$ cat src/hdl/mae_cell.sv
// one bond-column cell: complex multiply-accumulate over rows of one column
// depends on nothing but its ports

module mae_cell #(
  parameter int VALUE_BITS = 18,
  parameter int FRAC_BITS  = 15
) (
  input  logic                         clk,
  input  logic                         clear,
  input  logic                         mac_en,
  input  logic signed [VALUE_BITS-1:0] v_re,
  input  logic signed [VALUE_BITS-1:0] v_im,
  input  logic signed [VALUE_BITS-1:0] t_re,
  input  logic signed [VALUE_BITS-1:0] t_im,
  input  logic                         load,
  input  logic signed [VALUE_BITS-1:0] shift_in_re,
  input  logic signed [VALUE_BITS-1:0] shift_in_im,
  input  logic                         shift_en,
  output logic signed [VALUE_BITS-1:0] out_re,
  output logic signed [VALUE_BITS-1:0] out_im
);

  localparam int PW = 2 * VALUE_BITS;
  localparam int AW = PW + 8;

  logic signed [PW-1:0] p_rr_r, p_ii_r, p_ri_r, p_ir_r;
  logic                 pv_r;
  logic signed [AW-1:0] acc_re_r, acc_im_r;
  logic signed [VALUE_BITS-1:0] hold_re_r, hold_im_r;

  function automatic logic signed [VALUE_BITS-1:0] rnd_sat(input logic signed [AW-1:0] a);
    logic signed [AW-1:0] y;
    logic signed [AW-1:0] q;
    logic signed [AW-1:0] hi;
    logic signed [AW-1:0] lo;
    hi = (AW'(1) <<< (VALUE_BITS - 1)) - AW'(1);
    lo = -(AW'(1) <<< (VALUE_BITS - 1));
    y  = a + (AW'(1) <<< (FRAC_BITS - 1));
    q  = y >>> FRAC_BITS;
    if (q > hi) q = hi;
    if (q < lo) q = lo;
    return q[VALUE_BITS-1:0];
  endfunction

  // product stage, then accumulate
  always_ff @(posedge clk) begin
    p_rr_r <= PW'(v_re) * PW'(t_re);
    p_ii_r <= PW'(v_im) * PW'(t_im);
    p_ri_r <= PW'(v_re) * PW'(t_im);
    p_ir_r <= PW'(v_im) * PW'(t_re);
    pv_r   <= mac_en;
    if (clear) begin
      acc_re_r <= '0;
      acc_im_r <= '0;
    end else if (pv_r) begin
      acc_re_r <= acc_re_r + AW'(p_rr_r) - AW'(p_ii_r);
      acc_im_r <= acc_im_r + AW'(p_ri_r) + AW'(p_ir_r);
    end
    // rounded result loads, then shifts along the row of cells
    if (load) begin
      hold_re_r <= rnd_sat(acc_re_r);
      hold_im_r <= rnd_sat(acc_im_r);
    end else if (shift_en) begin
      hold_re_r <= shift_in_re;
      hold_im_r <= shift_in_im;
    end
  end

  assign out_re = hold_re_r;
  assign out_im = hold_im_r;

endmodule

$ cat config.mk
export PLATFORM = sky130hd
export DESIGN_NAME = mae_cell
export DESIGN_NICKNAME = d
export VERILOG_FILES = /design/src/hdl/mae_cell.sv
export SDC_FILE = /design/constraint.sdc
export NUM_CORES = 2
export LEC_CHECK = 0
export BUFFER_PORTS_ARGS = -buffer_cell sky130_fd_sc_hd__buf_2
export CORE_UTILIZATION = 41
export CTS_BUF_LIST = sky130_fd_sc_hd__clkbuf_4 sky130_fd_sc_hd__clkbuf_8
export DETAILED_ROUTE_END_ITERATION = 8
export PLACE_DENSITY_LB_ADDON = 0.15
export SLEW_MARGIN = 10
export SYNTH_ARGS = -nofsm -noshare
export SYNTH_HDL_FRONTEND = slang
export SYNTH_SLANG_ARGS = --single-unit
export TNS_END_PERCENT = 50
$ cat constraint.sdc
create_clock -name clk -period 22.1 [get_ports clk]
set_input_delay 4.42 -clock clk [delete_from_list [all_inputs] [get_ports clk]]
set_output_delay 4.42 -clock clk [all_outputs]
set_load 0.02 [all_outputs]
==> reports/metrics.yaml <==
grt_pass1_wl_mm: 281
synthSimpleGateAreaFrac_pct: 14.7
tightestPinTransition_ns: 1.17
synth_top_family_by_area: "adder cells"
violations: "DRC"
finalClockSkew_ns: 0.0350
vias: 45500
dieArea_sq_um: 157000
syn_area_sq_um: 63800
timing.rr.end: "acc_re_r[43]$_SDFFE_PP0P_"
timing.fmax_ghz: 0.0908
die_h_um: 397
cts_root_buf: "clkbuf_8"
drive_gt1_share_pct: 4.98
min_to: "acc_re_r[4]$_SDFFE_PP0P_"
synth-compound-area-share_pct: 7.00
dp_hpwl_mm: 138
overflow: 0
post-place-cells: 8921
endpoint_kind: "flop"
rr_startpoint: "p_rr_r[15]$_DFF_P_"
hp-class: "flop to flop"
slowest_stage: "o311ai_0"
cts.clk_slew.worst_paths_ns: 0.08
finalNonFillerCells: 9035
area_delta_synth_final_pct: 6.19
antenna_found_initial: 12
synth_warnings: 0
synth.yosys.seq_area_share_pct: 9.00
grt_max_degree: 56
wire_per_inst_um: 19.4
maxCapViolations: 0
synth-xor-area-share_pct: 3.50
synth_top_area_share_pct: 44.0
rsz0062_at_grt: "no"
synth_cell_types: 86
synthAdderAreaFrac_pct: 53.1
cts.sinks: 269
grt_pass1_vias: 49300
clockBufferDepth: 3
path_class: "primary input to flop"
start_util_pct: 41.4
drt_iter0_drc: 2300
timing.final.crit_share_pct: 49.8
synth_common_cells: "inv_1 (1696), fa_1 (1403), nand2_1 (708), and2_1 (658), ha_1 (462)"
via_per_inst: 5.03
cpPeakStageDelay_ns: 1.06
status: "finished with violations"
relSlewSlack_pct: 20.9
die_x_um: 397
startpoint: "v_im[7]"
yosysMostFrequentCell: "inv_1"
cts-buffers-inserted: 56
arrival_ns: 11.65
port_buffers: 148
min_from: "acc_re_r[4]$_SDFFE_PP0P_"
netlist_instances: 7004
finalWirelength_mm: 175
synth_seq_cells: 269
clk_latency_ns: 0.75
netlist_top_cells_area: "fa_1 (44%), inv_1 (10%), ha_1 (9.1%)"
drt_pass1_iterations: 9
reg2reg_depth: 14
drv_slew: 0
synth_flop_cell: "dfxtp_1"
cp_max_fo: 36
tns_ns: 0
ff2ff_setup_slack_ns: 17.66
hold_depth: 2
cp_cell_sequence: "buf_2 > buf_4 > nand2_1 > fa_1 > fa_1 > inv_1 > ha_1 > inv_1 > fa_1 > inv_1 > ha_1 > inv_1 > fa_1 > inv_1 > ha_1 > inv_1 > o21ai_0 > a31oi_1 > a31oi_1 > o21ai_0 > o311ai_0 > a21o_1 > a21oi_1 > xnor2_1"
hold_violations: 0
cts_resized: 0
drc: 62
synth-edff-count: 36
start_kind: "primary input"
nets: 8914
routabilityCongestion: 0.917
tritoncts: "done"
cts_setup_buffers: 0
critPathMostFrequentCell: "inv_1"
core-area_sq_um: 154000
ant_nets: 0
boundaryPins: 149
synth_top_area_cell: "fa_1"
min_period_ns: 11.01
syn_avg_cell_area_sq_um: 9.11
grtUsageTotal_pct: 23.2
setup_violations: 0
htreeDepth: 2
synthArstFlopShare_pct: 0
ctsHoldBuffers: 0
rows: 144
required_ns: 22.74
syn_nets: 8982
muxShareOfSynthArea_pct: 0.786
==> flip-flops by register name, indices dropped and copies added (netlist names) <==
name	count
pv_r	1
out_im	18
p_ir_r	36
p_rr_r	36
p_ri_r	36
acc_im_r	44
out_re	18
acc_re_r	44
p_ii_r	36
==> worst max path at each step <==
| stage | endpoint | slack [ns] | cells past startpoint |
|---|---|---|---|
| finish | p_ii_r[32]$_DFF_P_ | 11.09 | 24 |
| CTS | p_ri_r[35]$_DFF_P_ | 11.18 | 22 |
| floorplan | p_ri_r[34]$_DFF_P_ | 11.50 | 23 |
| global route | p_ri_r[35]$_DFF_P_ | 10.66 | 22 |
| detailed placement | p_ri_r[35]$_DFF_P_ | 10.40 | 23 |
| global placement | p_ri_r[35]$_DFF_P_ | 10.51 | 22 |
==> routing by layer <==
layer,wire (um),up-vias,track usage [%]
met3,8270,182,2.85
met2,82700,973,39.2
met4,5010,6,6.09
met1,78900,23500,31.3
li1,-,20800,-
met5,43,-,0
==> cell families (layout without fill, tap and decap cells) <==
family | after synthesis | count (layout)
xor gates and xnor gates | 255 | 255
DFF | 269 | 269
AOI/OAI and AO/OA | 666 | 666
adders and majority gates | 1865 | 1865
buffers and inverters | 2024 | 2004
muxes | 50 | 50
and+or+nand+nor | 1875 | 1875
other | 0 | 7
==> worst max-delay path, delay by kind of cell <==
family	cells	cell delay (ns)
fa+ha+maj	7	2.82
simple gates	1	0.17
buf+inv	8	0.86
compound gates	7	3.16
xor+xnor	1	0.15
==> through the flow <==
stage          setup slack [ns]  hold WS (ns)  area (sq um)  util, %
2_1_floorplan             11.50         0.439         63800        -
3_3_place_gp              10.51         0.453         66200     43.0
3_5_place_dp              10.40         0.464         66200     43.0
4_1_cts                   11.18         0.473         67700     43.9
5_1_grt                   10.66         0.498         67800     43.9
6_report                  11.09         0.466         67800     43.9
==> cell type report <==
type | count | area [sq um]
Antenna cell | 7 | 17.5
Multi-Input combinational cell | 4711 | 50400
Clock inverter | 33 | 517
Timing Repair Buffer | 201 | 1140
Inverter | 1697 | 6370
Tap cell | 2044 | 2560
Fill cell | 15300 | 86500
Sequential cell | 269 | 5750
Clock buffer | 73 | 967
==> placed cells by master, fill, tap and decap left out, types with 12 or more instances in the layout <==
cell type and count:
inv_1 1696, fa_1 1403, nand2_1 708, and2_1 658, ha_1 462, dfxtp_1 232, nor2_1 229, xnor2_1 194
a21oi_1 190, buf_2 147, o21ai_0 100, a21o_1 93, clkbuf_8 67, xor2_1 61, nand3_1 54, buf_4 54
mux2i_1 49, nand2b_1 44, nor3_1 37, edfxtp_1 36, o21bai_1 35, a211oi_1 33, nand4_1 32, a31oi_1 29
nor2b_1 28, o21a_1 27, and3_1 27, o221ai_1 18, o211ai_1 15, or3_1 15, bufinv_16 12
Power is left out: the tool's default activity adds up to more than one toggle a clock period on the data nets, which glitch-free logic cannot reach.
